File: config.mk
export PLATFORM = sky130hd
export DESIGN_NAME = double_ended_queue_with_search_top
export DESIGN_NICKNAME = d
export VERILOG_FILES = /design/src/sv/dqs_pkg.sv /design/src/sv/dqs_store.sv /design/src/sv/dqs_ctrl.sv /design/src/sv/double_ended_queue_with_search_top.sv
export SDC_FILE = /design/constraint.sdc
export NUM_CORES = 1
export LEC_CHECK = 0
export BUFFER_PORTS_ARGS = -buffer_cell sky130_fd_sc_hd__buf_4
export CELL_PAD_IN_SITES_DETAIL_PLACEMENT = 0
export CELL_PAD_IN_SITES_GLOBAL_PLACEMENT = 1
export CORE_MARGIN = 2
export CORE_UTILIZATION = 25
export CTS_BUF_LIST = sky130_fd_sc_hd__clkbuf_8
export DETAILED_ROUTE_END_ITERATION = 12
export PLACE_DENSITY_LB_ADDON = 0.2
export SLEW_MARGIN = 20
export SYNTH_ARGS = -nofsm -noshare
export SYNTH_HDL_FRONTEND = slang
export SYNTH_SLANG_ARGS = --single-unit
File: constraint.sdc
create_clock -name clock -period 3.85 [get_ports clock]
set_input_delay 0 -clock clock [delete_from_list [all_inputs] [get_ports clock]]
set_output_delay 0 -clock clock [all_outputs]
set_load 0.01 [all_outputs]
File: src/sv/dqs_pkg.sv
`timescale 1ns / 1ps
`default_nettype none
// ----------------------------------------------------------------------------
// dqs_pkg
// Shared operation codes, status codes and the completion struct of the
// double ended queue with search.
// ----------------------------------------------------------------------------
package dqs_pkg;

   localparam int OP_W     = 3;
   localparam int STATUS_W = 2;

   localparam logic [OP_W-1:0] OP_PUSH_FRONT = 3'd0;
   localparam logic [OP_W-1:0] OP_PUSH_BACK  = 3'd1;
   localparam logic [OP_W-1:0] OP_POP_FRONT  = 3'd2;
   localparam logic [OP_W-1:0] OP_POP_BACK   = 3'd3;
   localparam logic [OP_W-1:0] OP_SEARCH     = 3'd4;

   localparam logic [STATUS_W-1:0] ST_OK    = 2'd0;
   localparam logic [STATUS_W-1:0] ST_FULL  = 2'd1;
   localparam logic [STATUS_W-1:0] ST_EMPTY = 2'd2;

   typedef struct packed {
      logic                vld;
      logic [STATUS_W-1:0] status;
      logic                found;
   } done_type;

endpackage
`default_nettype wire

File: src/sv/dqs_store.sv
`timescale 1ns / 1ps
`default_nettype none
// ----------------------------------------------------------------------------
// dqs_store
// Entry memory of the ring: one write port, one read port with registered
// read data.
// ----------------------------------------------------------------------------
module dqs_store #(
   parameter int DEPTH       = 16,
   parameter int VALUE_WIDTH = 32,
   parameter int IDX_W       = 4
) (
   input  wire logic                   clock,
   input  wire logic                   wr_en,
   input  wire logic [IDX_W-1:0]       wr_addr,
   input  wire logic [VALUE_WIDTH-1:0] wr_data,
   input  wire logic [IDX_W-1:0]       rd_addr,
   output logic      [VALUE_WIDTH-1:0] rd_data
);

   logic [VALUE_WIDTH-1:0] mem [DEPTH];
   logic [VALUE_WIDTH-1:0] rd_data_ff;

   always_ff @(posedge clock) begin
      if (wr_en) begin
         mem[wr_addr] <= wr_data;
      end
   end

   always_ff @(posedge clock) begin
      rd_data_ff <= mem[rd_addr];
   end

   assign rd_data = rd_data_ff;

endmodule
`default_nettype wire

File: src/sv/dqs_ctrl.sv
`timescale 1ns / 1ps
`default_nettype none
// ----------------------------------------------------------------------------
// dqs_ctrl
// Sequencer of the queue: keeps head and count, applies pushes and pops,
// and steps the ring read pointer and the comparator through the entries on
// a search.
// ----------------------------------------------------------------------------
module dqs_ctrl
   import dqs_pkg::*;
#(
   parameter int DEPTH       = 16,
   parameter int VALUE_WIDTH = 32,
   parameter int IDX_W       = 4,
   parameter int CNT_W       = 5
) (
   input  wire logic                   clock,
   input  wire logic                   reset,
   input  wire logic                   req_valid,
   input  wire logic [OP_W-1:0]        req_operation,
   input  wire logic signed [31:0]     req_value,
   input  wire logic                   hold,
   output logic                        ready,
   output done_type                    done,
   output logic [CNT_W-1:0]            occupancy,
   output logic                        wr_en,
   output logic [IDX_W-1:0]            wr_addr,
   output logic [VALUE_WIDTH-1:0]      wr_data,
   output logic [IDX_W-1:0]            rd_addr,
   input  wire logic [VALUE_WIDTH-1:0] rd_data
);

   localparam logic [0:0] S_IDLE = 1'b0;
   localparam logic [0:0] S_SCAN = 1'b1;
   localparam int SUM_W = CNT_W + 1;

   logic [0:0]             state_ff, state_in;
   logic [IDX_W-1:0]       head_ff, head_in;
   logic [CNT_W-1:0]       count_ff, count_in;
   logic [IDX_W-1:0]       ptr_ff, ptr_in;
   logic [CNT_W-1:0]       issued_ff, issued_in;
   logic                   cmp_vld_ff, cmp_vld_in;
   logic [VALUE_WIDTH-1:0] key_ff, key_in;

   logic [63:0]            wide_value;
   logic [VALUE_WIDTH-1:0] key;
   logic                   accept;
   logic                   full;
   logic                   empty;
   logic [IDX_W-1:0]       head_dec;
   logic [IDX_W-1:0]       head_inc;
   logic [IDX_W-1:0]       ptr_inc;
   logic [SUM_W-1:0]       tail_sum;
   logic [IDX_W-1:0]       tail;
   logic                   match;

   // sign-extend, then keep the low bits of the stored width
   assign wide_value = {{32{req_value[31]}}, req_value};
   assign key        = wide_value[VALUE_WIDTH-1:0];

   assign ready  = (state_ff == S_IDLE) && !hold;
   assign accept = req_valid && ready;
   assign full   = (count_ff == CNT_W'(DEPTH));
   assign empty  = (count_ff == '0);

   assign head_dec = (head_ff == '0) ? IDX_W'(DEPTH - 1) : head_ff - IDX_W'(1);
   assign head_inc = (head_ff == IDX_W'(DEPTH - 1)) ? '0 : head_ff + IDX_W'(1);
   assign ptr_inc  = (ptr_ff == IDX_W'(DEPTH - 1)) ? '0 : ptr_ff + IDX_W'(1);

   // head plus count stays below twice the depth
   assign tail_sum = SUM_W'(head_ff) + SUM_W'(count_ff);
   assign tail     = (tail_sum >= SUM_W'(DEPTH)) ? IDX_W'(tail_sum - SUM_W'(DEPTH))
                                                 : IDX_W'(tail_sum);

   assign match     = (rd_data == key_ff);
   assign rd_addr   = ptr_ff;
   assign wr_data   = key;
   assign occupancy = count_ff;

   always_comb begin
      state_in   = state_ff;
      head_in    = head_ff;
      count_in   = count_ff;
      ptr_in     = ptr_ff;
      issued_in  = issued_ff;
      cmp_vld_in = 1'b0;
      key_in     = key_ff;
      wr_en      = 1'b0;
      wr_addr    = head_dec;
      done       = '{vld: 1'b0, status: ST_OK, found: 1'b0};
      unique case (state_ff)
         S_IDLE: begin
            if (accept) begin
               key_in   = key;
               done.vld = 1'b1;
               unique case (req_operation)
                  OP_PUSH_FRONT: begin
                     if (full) begin
                        done.status = ST_FULL;
                     end else begin
                        wr_en    = 1'b1;
                        wr_addr  = head_dec;
                        head_in  = head_dec;
                        count_in = count_ff + CNT_W'(1);
                     end
                  end
                  OP_PUSH_BACK: begin
                     if (full) begin
                        done.status = ST_FULL;
                     end else begin
                        wr_en    = 1'b1;
                        wr_addr  = tail;
                        count_in = count_ff + CNT_W'(1);
                     end
                  end
                  OP_POP_FRONT: begin
                     if (empty) begin
                        done.status = ST_EMPTY;
                     end else begin
                        head_in  = head_inc;
                        count_in = count_ff - CNT_W'(1);
                     end
                  end
                  OP_POP_BACK: begin
                     if (empty) begin
                        done.status = ST_EMPTY;
                     end else begin
                        count_in = count_ff - CNT_W'(1);
                     end
                  end
                  OP_SEARCH: begin
                     if (!empty) begin
                        done.vld  = 1'b0;
                        state_in  = S_SCAN;
                        ptr_in    = head_ff;
                        issued_in = '0;
                     end
                  end
                  default: begin
                  end
               endcase
            end
         end
         S_SCAN: begin
            // read of the next entry overlaps the compare of the previous one
            if (issued_ff != count_ff) begin
               ptr_in     = ptr_inc;
               issued_in  = issued_ff + CNT_W'(1);
               cmp_vld_in = 1'b1;
            end
            if (cmp_vld_ff && (match || (issued_ff == count_ff))) begin
               done.vld   = 1'b1;
               done.found = match;
               state_in   = S_IDLE;
            end
         end
         default: begin
            state_in = S_IDLE;
         end
      endcase
   end

   always_ff @(posedge clock) begin
      if (reset) begin
         state_ff   <= S_IDLE;
         head_ff    <= '0;
         count_ff   <= '0;
         cmp_vld_ff <= 1'b0;
      end else begin
         state_ff   <= state_in;
         head_ff    <= head_in;
         count_ff   <= count_in;
         cmp_vld_ff <= cmp_vld_in;
      end
   end

   always_ff @(posedge clock) begin
      ptr_ff    <= ptr_in;
      issued_ff <= issued_in;
      key_ff    <= key_in;
   end

endmodule
`default_nettype wire

File: src/sv/double_ended_queue_with_search_top.sv
`timescale 1ns / 1ps
`default_nettype none
// ----------------------------------------------------------------------------
// double_ended_queue_with_search_top
// Ring-buffer deque of signed values with push and pop at both ends and a
// linear search over the stored entries.
// ----------------------------------------------------------------------------
// Usage:
//   A request carries an operation (push front, push back, pop front,
//   pop back, search) and a value. Each request gives exactly one response
//   with status (ok, full, empty), a found flag and the occupancy after it.
//   req_stall is high from the cycle after a request is taken until its
//   response has been taken, so one request is in flight at a time.
//   Pushes, pops, unknown codes and a search of an empty store: the
//   response is valid in the cycle after the request is taken.
//   Search over stored entries: the single read port of the entry memory
//   feeds one comparator, one entry per cycle; the search stops at the
//   first hit, else after the last stored entry.
//   When rsp_stall is high the response holds and no new request is taken.
//   Reset empties the queue and drops any pending response; the entry
//   memory itself is not cleared, no clearing pass is needed.
// ----------------------------------------------------------------------------
module double_ended_queue_with_search_top
   import dqs_pkg::*;
#(
   parameter int DEPTH       = 16,
   parameter int VALUE_WIDTH = 32
) (
   input  wire logic                          clock,
   input  wire logic                          reset,
   input  wire logic                          req_valid,
   output logic                               req_stall,
   input  wire logic [OP_W-1:0]               req_operation,
   input  wire logic signed [31:0]            req_value,
   output logic                               rsp_valid,
   input  wire logic                          rsp_stall,
   output logic [STATUS_W-1:0]                rsp_status,
   output logic                               rsp_found,
   output logic [$clog2(DEPTH + 1)-1:0]       rsp_occupancy
);

   localparam int IDX_W = $clog2(DEPTH);
   localparam int CNT_W = $clog2(DEPTH + 1);

   logic                   rsp_valid_ff;
   logic [STATUS_W-1:0]    rsp_status_ff;
   logic                   rsp_found_ff;
   logic                   ready;
   done_type               done;
   logic                   wr_en;
   logic [IDX_W-1:0]       wr_addr;
   logic [VALUE_WIDTH-1:0] wr_data;
   logic [IDX_W-1:0]       rd_addr;
   logic [VALUE_WIDTH-1:0] rd_data;

   dqs_ctrl #(
      .DEPTH       (DEPTH),
      .VALUE_WIDTH (VALUE_WIDTH),
      .IDX_W       (IDX_W),
      .CNT_W       (CNT_W)
   ) u_ctrl (
      .clock         (clock),
      .reset         (reset),
      .req_valid     (req_valid),
      .req_operation (req_operation),
      .req_value     (req_value),
      .hold          (rsp_valid_ff),
      .ready         (ready),
      .done          (done),
      .occupancy     (rsp_occupancy),
      .wr_en         (wr_en),
      .wr_addr       (wr_addr),
      .wr_data       (wr_data),
      .rd_addr       (rd_addr),
      .rd_data       (rd_data)
   );

   dqs_store #(
      .DEPTH       (DEPTH),
      .VALUE_WIDTH (VALUE_WIDTH),
      .IDX_W       (IDX_W)
   ) u_store (
      .clock   (clock),
      .wr_en   (wr_en),
      .wr_addr (wr_addr),
      .wr_data (wr_data),
      .rd_addr (rd_addr),
      .rd_data (rd_data)
   );

   // response register; occupancy comes straight from the count register,
   // which cannot move while a response is pending
   always_ff @(posedge clock) begin
      if (reset) begin
         rsp_valid_ff <= 1'b0;
      end else if (done.vld) begin
         rsp_valid_ff <= 1'b1;
      end else if (!rsp_stall) begin
         rsp_valid_ff <= 1'b0;
      end
   end

   always_ff @(posedge clock) begin
      if (done.vld) begin
         rsp_status_ff <= done.status;
         rsp_found_ff  <= done.found;
      end
   end

   assign req_stall  = !ready;
   assign rsp_valid  = rsp_valid_ff;
   assign rsp_status = rsp_status_ff;
   assign rsp_found  = rsp_found_ff;

endmodule
`default_nettype wire

=== Word-level counts from Yosys, hierarchy flattened ===
Memories as Yosys holds them, arrays and structs flattened. A register that Yosys moved wholly into a read port is not among the register bits.
Cells that the tools add are included.

* Magnitude comparators: 1
* Reductions and logical operators: 20
* Shift-type cells: 0
* Equality and inequality tests: 19
* $add $sub $neg: 8
* Div/mod/pow operators: 0
* Mux-type cells: 46
* Multipliers: 0
* Bitwise gates (word level): 2

{| class="wikitable"
|+ Operator list
! operator !! number
|-
| two-way mux 4 bit || 14
|-
| == test 32 bit || 1
|-
| two-way mux 5 bit || 6
|-
| one-hot mux 5 bit (2 select lines) || 2
|-
| two-way mux 1 bit || 17
|-
| one-hot mux 4 bit (2 select lines) || 2
|-
| inequality test 2 bit (second input constant) || 7
|-
| adder 5 x 1 -> 5 bit (second input constant) || 2
|-
| AND reduction 5 bit || 2
|-
| adder 4 x 1 -> 4 bit (second input constant) || 2
|-
| == test 4 bit (second input constant) || 2
|-
| OR reduction 2 bit || 4
|-
| subtractor 4 x 1 -> 4 bit (second input constant) || 2
|-
| adder 4 x 5 -> 6 bit || 1
|-
| == test 3 x 2 -> 1 bit (second input constant) || 2
|-
| greater-or-equal comparator 6 x 5 -> 1 bit (second input constant) || 1
|-
| == test 5 bit || 1
|-
| == test 5 bit (second input constant) || 1
|-
| logical NOT 5 bit || 1
|-
| inequality test 5 bit || 1
|-
| subtractor 5 x 1 -> 5 bit (second input constant) || 1
|-
| logical NOT 4 bit || 1
|-
| inequality test 2 x 1 -> 1 bit (second input constant) || 2
|-
| one-hot mux 1 bit (2 select lines) || 2
|-
| 13 further kinds || 19
|}

* Bits in latches: 0
* Word-level logic and storage cells: 107
* Bits in registers: 56
* Memory bits (writable): 512
* Memories: 1
* Memory bits (read-only): 0
* Output and inout port bits: 10

{| class="wikitable"
|+ Memory list
! name !! depth !! bits a word !! rd ports !! clocked after Yosys merged registers in !! wr ports !! RTL line !! text
|-
| u_store.mem || 16 || 32 || 1 || 1 || 1 || dqs_store.sv:21 || <nowiki>logic [VALUE_WIDTH-1:0] mem [DEPTH];</nowiki>
|}

=== Logic depth before layout (Yosys ltp) ===
Gate-level depths: netlist of the first run.

* Word-level depth: 7
* Mapped depth: 8
* Mapped depth without buffers: 8

=== Cells and area by module ===
A second synthesis of the first run with hierarchy kept.

* Cells, all modules: 1117
* Area total of the unflattened synthesis: 22947.0 µm²

{| class="wikitable"
|+ Modules (own cells, without submodules)
! module !! seq. area each (µm²) !! area an instance (µm²) !! instances !! cells an instance
|-
| dqs_store || 16015.4 || 19835.3 || 1 || 838
|-
| dqs_ctrl || 1451.4 || 2989.1 || 1 || 272
|-
| double_ended_queue_with_search_top || 110.1 || 122.6 || 1 || 7
|}

=== Worst setup path before layout of the first run ===
No wires, ideal clock.

* Kind: register to register
* Start: register u_ctrl.head_ff[0]
* End: memory u_store.mem[5][0], enable pin
* Data required time: 3429 ps
* Slack: 470 ps
* Arrival time: 2959 ps
* Stages on the path, launching flop included: 7
* Period minus slack after synthesis: 3380 ps
* Buffers on the path: 0
* Cell sequence: dfxtp_1 -> inv_1 -> ha_1 -> o311ai_0 -> a21boi_1 -> a22oi_1 -> nor2_1

* Cells in the longest elaborated chain, start to end: 7
* Elaborated cells on any way between the ends: 11
* Those cells by class: add/sub: 3; order compare: 1; mux: 6; reduce/logical: 1

{| class="wikitable"
|+ Ends and longest elaborated chain
! item !! RTL line !! text
|-
| start, declared || dqs_ctrl.sv:38 || <nowiki>logic [IDX_W-1:0] head_ff, head_in;</nowiki>
|-
| start signal, assigned || dqs_ctrl.sv:171 || <nowiki>head_ff <= head_in;</nowiki>
|-
| adder 4 x 5 -> 6 bit || dqs_ctrl.sv:71 || <nowiki>assign tail_sum = SUM_W'(head_ff) + SUM_W'(count_ff);</nowiki>
|-
| greater-or-equal comparator 6 x 5 -> 1 bit or subtractor 4 x 1 -> 4 bit (tied branches) || dqs_ctrl.sv:72 || <nowiki>assign tail = (tail_sum >= SUM_W'(DEPTH)) ? IDX_W'(tail_sum - SUM_W'(DEPTH))</nowiki>
|-
| two-way mux 4 bit || dqs_ctrl.sv:72 ||
|-
| two-way mux 4 bit || dqs_ctrl.sv:108 || <nowiki>if (full) begin</nowiki>
|-
| two-way mux 4 bit || n/a ||
|-
| two-way mux 4 bit || dqs_ctrl.sv:93 || <nowiki>if (accept) begin</nowiki>
|-
| two-way mux 4 bit (*) || dqs_ctrl.sv:91 || <nowiki>unique case (state_ff)</nowiki>
|-
| end, declared || dqs_store.sv:21 ||
|}

Mark *: on every way between the ends. The rest lies on a longest branch, timed or not.

=== Final worst setup path of the first run ===
* Start: register u_ctrl.head_ff[0]
* End: memory u_store.mem[7][22], enable pin

The elaborated chain is that of the path after synthesis.

==> results.py, run 1 <==
metrics = {
    "run_status": {
        "status": "complete, no violations",
    },
    "setup_path": {
        "r2r-start": "u_ctrl.head_ff[0]",
        "max_stage_delay_ns": 0.69,
        "start_kind": "register",
        "cp.required_ns": 4.24,
        "crit_chain": "inv_1 > ha_1 > o311ai_0 > a21boi_1 > a22oi_1 > nor2_4 > buf_12",
        "timing.rr.end": "u_store.mem[7][22]",
        "regToRegSetupSlack_ns": 0.47,
        "crit_arrival_ns": 3.78,
        "cp_slowest_cell": "o311ai_0",
        "endpoint_kind": "register",
        "path_max_fanout": 19,
        "crit_type": "register to register",
        "reg2reg_depth": 7,
    },
    "logic_synthesis": {
        "synth-compound-area-share_pct": 1.29,
        "ys_async_sr_fraction_pct": 0,
        "synth_top_area_share_pct": 72.9,
        "syn_avg_cell_area_um2": 22.5,
        "ys_seq_area_share_pct": 76.7,
        "yosysUniqueCellTypes": 46,
        "synth_top_cell_by_area": "edfxtp_1",
        "synth_edf_count": 556,
        "yosysWarnings": 0,
        "synth_simple_gate_area_share_pct": 2.04,
        "synthFlopType": "edfxtp_1",
        "synth_cells": 1019,
        "synth_top_cells_by_count": "edfxtp_1, mux4_2, dfxtp_1",
        "synth_top_family_by_area": "multiplexers",
        "ys_top_cells_by_area": "edfxtp_1, mux4_2, dfxtp_1",
        "synthXorXnorAreaFrac_pct": 1.99,
        "syn_area_mm2": 0.0229,
        "synth-adder-area-share_pct": 0.721,
        "ys_ff_latch": 600,
        "muxShareOfSynthArea_pct": 16.0,
        "synth.net_count": 1070,
        "synth.most_common_cell": "edfxtp_1",
    },
    "worst_hold_path": {
        "worstHoldEndpoint": "rsp_valid",
        "min_path_type": "primary input to register",
        "hp-start": "rsp_stall",
        "min_path_cells": 4,
    },
    "layout": {
        "fin_nets": 1249,
        "syn_to_final_growth_pct": 19.3,
        "drive_gt1_share_pct": 30.6,
        "finalNonFillerCells": 2471,
        "final_core_util_pct": 30.0,
    },
    "clocking": {
        "cts.root.buffer_cell": "clkbuf_8",
        "post_cts_buffers": 0,
        "clkTransAtPathRegs_ns": 0.06,
        "cts_tree": "done",
        "insertion_delay_ns": 0.71,
        "htreeDepth": 3,
        "numCtsBuffers": 102,
        "clock_path_buffers": 3,
        "cts_resized": 0,
        "cts.sinks": 600,
    },
    "sta": {
        "setup_ws_ns": 0.468,
        "hold_ws_ns": 0.144,
        "min_period_over_period_pct": 87.9,
        "rsz0062_at_grt": "false",
        "max_slew_margin_pct": 28.8,
        "worst_pin_slew_ns": 1.07,
        "skew_ns": 0.0392,
        "max_freq_mhz": 296,
        "finalMaxSlewViolations": 0,
        "fin_crit_ns": 3.38,
        "setup-violations-final": 0,
        "setup_tns_ns": 0,
        "finalHoldViolCount": 0,
    },
    "floorplanning": {
        "dieWidth_um": 307,
        "die_area_mm2": 0.0941,
        "fp.dieH_um": 307,
        "row_count": 111,
        "initial_core_util_pct": 25.1,
        "core_area_mm2": 0.0912,
        "io_pins": 49,
    },
    "place": {
        "placedCellCount": 2242,
        "io_buffers": 48,
        "place_hpwl_um": 35900,
        "gp_congestion": 0.745,
        "place_ws_ns": 0.481,
    },
    "detailed_routing": {
        "drt-total-wl_um": 57700,
        "via_count": 10800,
        "drt_iter0_drc": 848,
        "drc_errors": 0,
        "post_drt_wl_per_cell_um": 23.3,
        "ant_nets": 0,
        "viasPerCell": 4.35,
        "drt-pass1-iter-count": 8,
    },
    "global_route": {
        "grt_max_degree": 94,
        "grtUsageTotal_pct": 12.5,
        "grt_pass1_wl_um": 83800,
        "overflow": 0,
        "antenna_found_initial": 8,
        "grt_pass1_vias": 11500,
    },
    "power": {
        "irDropWorstVdd_v": 0.000210,
        "powerDensity_mw_per_mm2": 474,
        "p_leak_uw": 0.00869,
    },
    "job": {
        "maxCapViolations": 0,
    },
}
power by group:
group          internal [uW]  total (uW)  leakage [uW]  switching (uW)
clock network           2650        5210       0.00108            2560
registers               7200        7240       0.00539            36.0
logic                    184         506       0.00222             322
kinds of logic (layout without fill, tap and decap cells):
| logic type | count (synthesis) | in the layout |
|---|---|---|
| multiplexers | 165 | 165 |
| AND/OR/NAND/NOR | 89 | 89 |
| buffers and inverters | 56 | 317 |
| adder cells (fa/ha/maj) | 12 | 12 |
| flip-flops | 600 | 600 |
| AO/OA/AOI/OAI | 45 | 45 |
| XOR/XNOR | 52 | 52 |
| other | 0 | 5 |
repair_timing:
| action | 4_1_cts | 5_1_grt |
|---|---|---|
| hold buffers | 38 | 0 |
| hold endpoints to repair | 570 | 0 |
| endpoints found under the setup margin | 0 | 0 |
metal layers:
layer  vias up  track usage (%)  share of wire [%]
li1       4646                -                  -
met1      5760             18.7                 50
met2       264             18.2                 44
met3        83             2.37                4.3
met4         0             3.88                1.9
met5         -                0                  0
final cells by class:
type                       instances  area, um2
fill                            8765      63900
clock inverter                    82        420
tap                             1186       1480
antenna                            5       12.5
timing repair buffer             120       1210
clock buffer                     104       1430
inverter                          11       41.3
multi-input combinational        363       5160
sequential                       600      17600
cell usage in the layout (no fill, tap or decap), types with 2 or more instances in the layout:
cell and instances:
a22oi_2 2, nand3_1 6, nor2b_1 6, bufinv_16 2, nand2b_1 2, xnor2_1 17
a21o_1 2, and2_1 5, nor2_1 14, diode_2 5, a31oi_1 4, clkbuf_8 104
edfxtp_1 556, mux2i_1 4, buf_16 3, mux4_2 160, clkinv_1 26, nor2_4 16
o311ai_0 2, clkinv_8 2, a22oi_1 2, or4_1 3, o21ai_0 13, dlygate4sd3_1 38
nor3_1 5, buf_12 12, clkinv_2 15, nor4_1 8, fa_1 2, xor2_1 35
inv_1 44, dfxtp_1 44, nand2_1 12, buf_4 66, ha_1 10, and3_1 2
a21oi_1 14, nand4_1 2
critical path, delay by kind of cell (launching register included):
family / cells / cell delay, ns
buf+inv: 2 / 0.39
flops: 1 / 0.49
compound gates: 3 / 1.29
fa+ha+maj: 1 / 0.29
simple gates: 1 / 0.59
per-stage QoR:
stage	power, uW	instance area, um2
2_1_floorplan	7580	22900
3_3_place_gp	7860	24900
3_5_place_dp	7860	25100
4_1_cts	13200	27300
5_1_grt	13500	27300
6_report	13000	27300
worst max path at each step:
stage | cells past startpoint | from | endpoint
floorplan | 6 | u_ctrl.head_ff[0] | u_store.mem[5][0]
global placement | 6 | u_ctrl.head_ff[0] | u_store.mem[7][26]
detailed placement | 7 | u_ctrl.head_ff[0] | u_store.mem[2][19]
CTS | 8 | u_ctrl.head_ff[1] | u_store.mem[0][10]
global route | 8 | u_ctrl.head_ff[1] | u_store.mem[0][10]
finish | 7 | u_ctrl.head_ff[0] | u_store.mem[7][22]
registers in the layout, indices dropped and copies added, names as in the netlist:
register,flops
rsp_found,1
u_ctrl.occupancy,5
rsp_status,2
u_ctrl.head_ff,4
u_ctrl.key_ff,32
rsp_valid,1
u_store.mem,512
u_ctrl.issued_ff,5
u_store.rd_data,32
u_ctrl.state_ff,1
u_ctrl.cmp_vld_ff,1
u_ctrl.rd_addr,4
No activity file was read; power rests on OpenSTA's default activity.
==> run 2: changes to the inputs <==
SYNTH_HIERARCHICAL = 1   (was unset)
==> results.py, run 2 <==
metrics = {
    "run_status": {
        "status": "complete, no violations",
    },
    "layout": {
        "drive_gt1_share_pct": 27.7,
        "fillers": 8821,
        "final_cell_mix": "edfxtp_1, mux4_2, clkbuf_8",
        "finalNonFillerCells": 2539,
        "final_common_cell": "edfxtp_1",
        "syn_to_final_growth_pct": 19.0,
        "largest_register_ff_count": 512,
        "regMostFlops": "u_store/mem",
        "final_core_util_pct": 29.9,
        "fin_nets": 1321,
    },
    "clocking": {
        "cts_tree": "done",
        "insertion_delay_ns": 0.72,
        "cts.root.buffer_cell": "clkbuf_8",
        "numCtsBuffers": 105,
        "clkTransAtPathRegs_ns": 0.06,
        "cts.sinks": 600,
        "htreeDepth": 3,
        "clock_path_buffers": 3,
    },
    "place": {
        "gp_congestion": 0.719,
        "place_ws_ns": 0.421,
        "io_buffers": 48,
        "placedCellCount": 2308,
        "place_hpwl_um": 34300,
    },
    "detailed_routing": {
        "viasPerCell": 4.35,
        "drt_iter0_drc": 778,
        "drt-pass1-iter-count": 5,
        "drt-total-wl_um": 58200,
        "ant_nets": 0,
        "post_drt_wl_per_cell_um": 22.9,
        "drc_errors": 0,
        "via_count": 11000,
    },
    "logic_synthesis": {
        "synth_top_cells_by_count": "edfxtp_1, mux4_2, a22oi_1",
        "syn_avg_cell_area_um2": 20.5,
        "yosysWarnings": 6,
        "ys_ff_latch": 600,
        "yosysUniqueCellTypes": 43,
        "synth.most_common_cell": "edfxtp_1",
        "ys_top_cells_by_area": "edfxtp_1, mux4_2, dfxtp_1",
        "synth.net_count": 1168,
        "synth_edf_count": 556,
        "synth_top_cell_by_area": "edfxtp_1",
        "ys_async_sr_fraction_pct": 0,
        "synth_top_area_share_pct": 72.8,
        "ys_seq_area_share_pct": 76.6,
        "synth_cells": 1117,
        "syn_area_mm2": 0.0229,
        "synthFlopType": "edfxtp_1",
    },
    "sta": {
        "setup_ws_ns": 0.414,
        "setup_tns_ns": 0,
        "skew_ns": 0.0490,
        "finalMaxSlewViolations": 0,
        "fin_crit_ns": 3.44,
        "max_slew_margin_pct": 31.3,
        "finalHoldViolCount": 0,
        "min_period_over_period_pct": 89.2,
        "worst_pin_slew_ns": 1.02,
        "setup-violations-final": 0,
        "rsz0062_at_grt": "false",
        "max_freq_mhz": 291,
    },
    "setup_path": {
        "path_max_fanout": 26,
        "endpoint_kind": "register",
        "crit_type": "register to register",
        "max_stage_delay_ns": 0.52,
        "start_kind": "register",
        "cp_slowest_cell": "or3b_1",
        "cp.required_ns": 4.22,
        "crit_chain": "or3b_1 > a2111oi_2 > buf_4 > nand2_2 > mux2_1 > nand2b_1 > nor2_4 > buf_12",
        "crit_arrival_ns": 3.81,
    },
    "floorplanning": {
        "initial_core_util_pct": 25.1,
        "dieWidth_um": 307,
        "die_area_mm2": 0.0942,
        "row_count": 111,
        "io_pins": 49,
        "fp.dieH_um": 307,
        "core_area_mm2": 0.0912,
    },
    "global_route": {
        "overflow": 0,
        "grt_max_degree": 73,
        "antenna_found_initial": 2,
        "grtUsageTotal_pct": 12.5,
        "grt_pass1_wl_um": 84500,
        "grt_pass1_vias": 11800,
    },
    "power": {
        "p_leak_uw": 0.00886,
        "powerDensity_mw_per_mm2": 533,
        "irDropWorstVdd_v": 0.000198,
        "total_power_uw": 14600,
    },
    "worst_hold_path": {
        "min_path_type": "primary input to register",
    },
    "job": {
        "maxCapViolations": 0,
    },
}
==> run 2: layout make-up <==
type / instances / area, um2 / area share, %
sequential: 600 / 17600 / 64.4
clock inverter: 77 / 383 / 1.40
antenna: 1 / 2.50 / 0.00917
timing repair buffer: 130 / 1280 / 4.68
multi-input combinational: 422 / 4990 / 18.3
tap: 1186 / 1480 / 5.44
inverter: 11 / 41.3 / 0.151
clock buffer: 112 / 1540 / 5.65
==> run 2: logic make-up after synthesis <==
kind of cell | Yosys count | synth area share [%]
AO/OA/AOI/OAI | 107 | 3.25
XOR/XNOR | 50 | 1.91
adder cells (fa/ha/maj) | 12 | 0.720
buffers and inverters | 95 | 2.27
flip-flops | 600 | 76.6
multiplexers | 132 | 12.7
AND/OR/NAND/NOR | 121 | 2.51
==> run 2: repair_timing <==
| action | CTS | global route |
|---|---|---|
| gates resized for setup | 0 | 0 |
| endpoints found under the hold margin | 561 | 0 |
| hold buffers | 41 | 0 |
| buffers inserted | 0 | 0 |
==> run 2: worst max-delay path: cells and delay by family, from the launching register on <==
family                 cells  cell delay, ns
AOI/OAI and AO/OA          1            0.43
DFF                        1            0.33
and+or+nand+nor            4            1.32
buffers and inverters      2            0.48
muxes                      1            0.47
==> run 2: through the flow <==
stage                     instance area [um2]  hold slack [ns]
after detailed placement                25000            0.245
after global routing                    27300           0.0888
after global placement                  25000            0.239
after floorplan                         23000           0.0724
after CTS                               27300           0.0409
final                                   27300            0.131
==> run 2: final timing paths <==
| path | start | end | slack [ns] | depth (start not counted) |
|---|---|---|---|---|
| worst max-delay path | rsp_valid | u_store/mem[6][6] | 0.41 | 8 |
| worst min register to register | u_ctrl/cmp_vld_ff | u_ctrl/state_ff | 0.58 | 3 |
| worst min-delay path | reset | rsp_valid | 0.13 | 3 |
| worst max register to register | rsp_valid | u_store/mem[6][6] | 0.41 | 8 |
==> run 2: routing by layer <==
layer / vias to the layer above / global-route usage, % / wire (um) / part of all wire (%)
li1: 4869 / - / - / -
met5: - / 0 / 0 / 0
met3: 88 / 2.81 / 2550 / 4.4
met1: 5854 / 17.0 / 26800 / 46
met4: 0 / 3.43 / 1100 / 1.9
met2: 234 / 20.0 / 27800 / 48
==> run 2: where the power goes <==
| group | switching, uW | total, uW | internal, uW |
|---|---|---|---|
| combinational | 1020 | 1710 | 687 |
| sequential | 111 | 7480 | 7370 |
| clock | 2570 | 5370 | 2810 |
| total | 3700 | 14600 | 10900 |
==> run 3: changes to the inputs <==
CORE_UTILIZATION = 56   (was 25)
==> results.py, run 3 (synthesized netlist as in run 2, its figures left out) <==
metrics = {
    "layout": {
        "syn_to_final_growth_pct": 14.2,
        "fin_area_mm2": 0.0262,
        "final_common_cell": "edfxtp_1",
        "diodes": 0,
        "drive_gt1_share_pct": 26.6,
        "final_cell_mix": "edfxtp_1, mux4_2, clkbuf_8",
        "regMostFlops": "u_store/mem",
        "finalNonFillerCells": 1865,
        "largest_register_ff_count": 512,
        "fin_nets": 1304,
    },
    "power": {
        "swShare_pct": 23.9,
        "total_power_uw": 13900,
        "p_leak_uw": 0.00872,
        "irDropWorstVdd_v": 0.000369,
        "powerDensity_mw_per_mm2": 530,
        "switchingPower_uw": 3320,
        "combPwrFrac_pct": 11.2,
        "p_clk_share_pct": 34.9,
        "p_int_uw": 10600,
        "p_seq_share_pct": 54.0,
    },
    "global_route": {
        "use_met2_pct": 36.1,
        "busiest_layer": "met2",
        "grt_pass1_vias": 11100,
        "grt_use_met3_pct": 4.32,
        "grt_max_degree": 109,
        "grt_pass1_wl_um": 68200,
        "overflow": 0,
        "grt_use_met1_pct": 31.3,
        "grtUsageTotal_pct": 22.2,
        "antenna_found_initial": 0,
    },
    "detailed_routing": {
        "ant_nets": 0,
        "drt-total-wl_um": 45200,
        "viasPerCell": 5.82,
        "drt-pass1-iter-count": 5,
        "via_count": 10900,
        "drc_errors": 0,
        "post_drt_wl_per_cell_um": 24.3,
        "drt_iter0_drc": 856,
    },
    "floorplanning": {
        "fp.dieH_um": 206,
        "dieWidth_um": 206,
        "io_pins": 49,
        "initial_core_util_pct": 56.5,
        "core_area_mm2": 0.0406,
        "die_area_mm2": 0.0426,
        "row_count": 74,
    },
    "clocking": {
        "clkTransAtPathRegs_ns": 0.06,
        "post_cts_buffers": 0,
        "insertion_delay_ns": 0.64,
        "cts_tree": "done",
        "htreeDepth": 3,
        "cts.root.buffer_cell": "clkbuf_8",
        "numCtsBuffers": 93,
        "clock_path_buffers": 3,
        "cts.sinks": 600,
    },
    "setup_path": {
        "cp.required_ns": 4.15,
        "timing.rr.end": "u_store/mem[10][25]",
        "start_kind": "register",
        "crit_type": "register to register",
        "path_max_fanout": 17,
        "regToRegSetupSlack_ns": 0.49,
        "r2r-start": "u_ctrl/state_ff",
        "cp-startpoint": "u_ctrl/state_ff",
        "crit_arrival_ns": 3.66,
        "endpoint_kind": "register",
        "reg2reg_depth": 8,
        "endpoint": "u_store/mem[10][25]",
    },
    "place": {
        "dpl_cell_area_mm2": 0.0241,
        "placedCellCount": 1650,
        "io_buffers": 48,
        "place_hpwl_um": 25400,
        "gp_congestion": 0.763,
    },
    "sta": {
        "finalMaxSlewViolations": 0,
        "fin_crit_ns": 3.36,
        "max_freq_mhz": 298,
        "worst_pin_slew_ns": 1.09,
        "min_period_over_period_pct": 87.2,
        "skew_ns": 0.0175,
        "setup_tns_ns": 0,
        "finalHoldViolCount": 0,
        "max_slew_margin_pct": 27.4,
        "rsz0062_at_grt": "false",
        "hold_ws_ns": 0.197,
        "setup-violations-final": 0,
    },
    "run_status": {
        "status": "complete, no violations",
    },
    "worst_hold_path": {
        "min_path_type": "primary input to register",
        "hp-start": "reset",
    },
    "job": {
        "maxCapViolations": 0,
    },
}
run 3: how the worst min path moves through the flow:
stage	to	slack, ns	cells after the start
6_report	u_ctrl/occupancy[4]	0.20	3
5_1_grt	u_ctrl/head_ff[1]	0.20	3
4_1_cts	u_ctrl/occupancy[1]	0.15	3
3_5_place_dp	rsp_valid	0.25	3
3_3_place_gp	rsp_valid	0.24	3
2_1_floorplan	rsp_valid	0.07	1
run 3: cell type report:
class                      count  area (um2)
sequential                   600       17600
fill                        2721       14400
multi-input combinational    422        4990
clock buffer                 106        1460
timing repair buffer         125        1190
tap                          532         666
clock inverter                69         284
inverter                      11        41.3
run 3: power by group through the flow:
stage	clock network (uW)	logic [uW]	registers, uW
2_1_floorplan	0	1070	7590
4_1_cts	4980	1580	7490
6_report	4840	1550	7490
3_3_place_gp	0	1530	7620
3_5_place_dp	0	1540	7620
5_1_grt	5240	1680	7500
run 3: worst max-delay path, stage by stage, from the launching register on:
cell and delay (ns):
dfxtp_1 0.42, or3b_1 0.52, a2111oi_2 0.40, buf_4 0.21, nand2_2 0.10, mux2_1 0.47, nand2b_1 0.39, nor2_4 0.18
buf_4 0.33
run 3: through the flow:
stage,setup slack [ns],utilization [%]
6_report,0.491,64.5
5_1_grt,0.358,64.5
4_1_cts,0.490,64.5
3_5_place_dp,0.506,59.2
3_3_place_gp,0.584,59.2
2_1_floorplan,-0.841,-
run 3: layer usage:
| layer | up-vias | routed length [um] |
|---|---|---|
| li1 | 4822 | - |
| met1 | 5658 | 19700 |
| met2 | 303 | 22200 |
| met3 | 67 | 2560 |
| met4 | 0 | 795 |
| met5 | - | 0 |
run 3: what timing repair did:
item                      CTS  global route
gates resized for setup     0             0
hold endpoints to repair  558             0
hold buffers               40             0
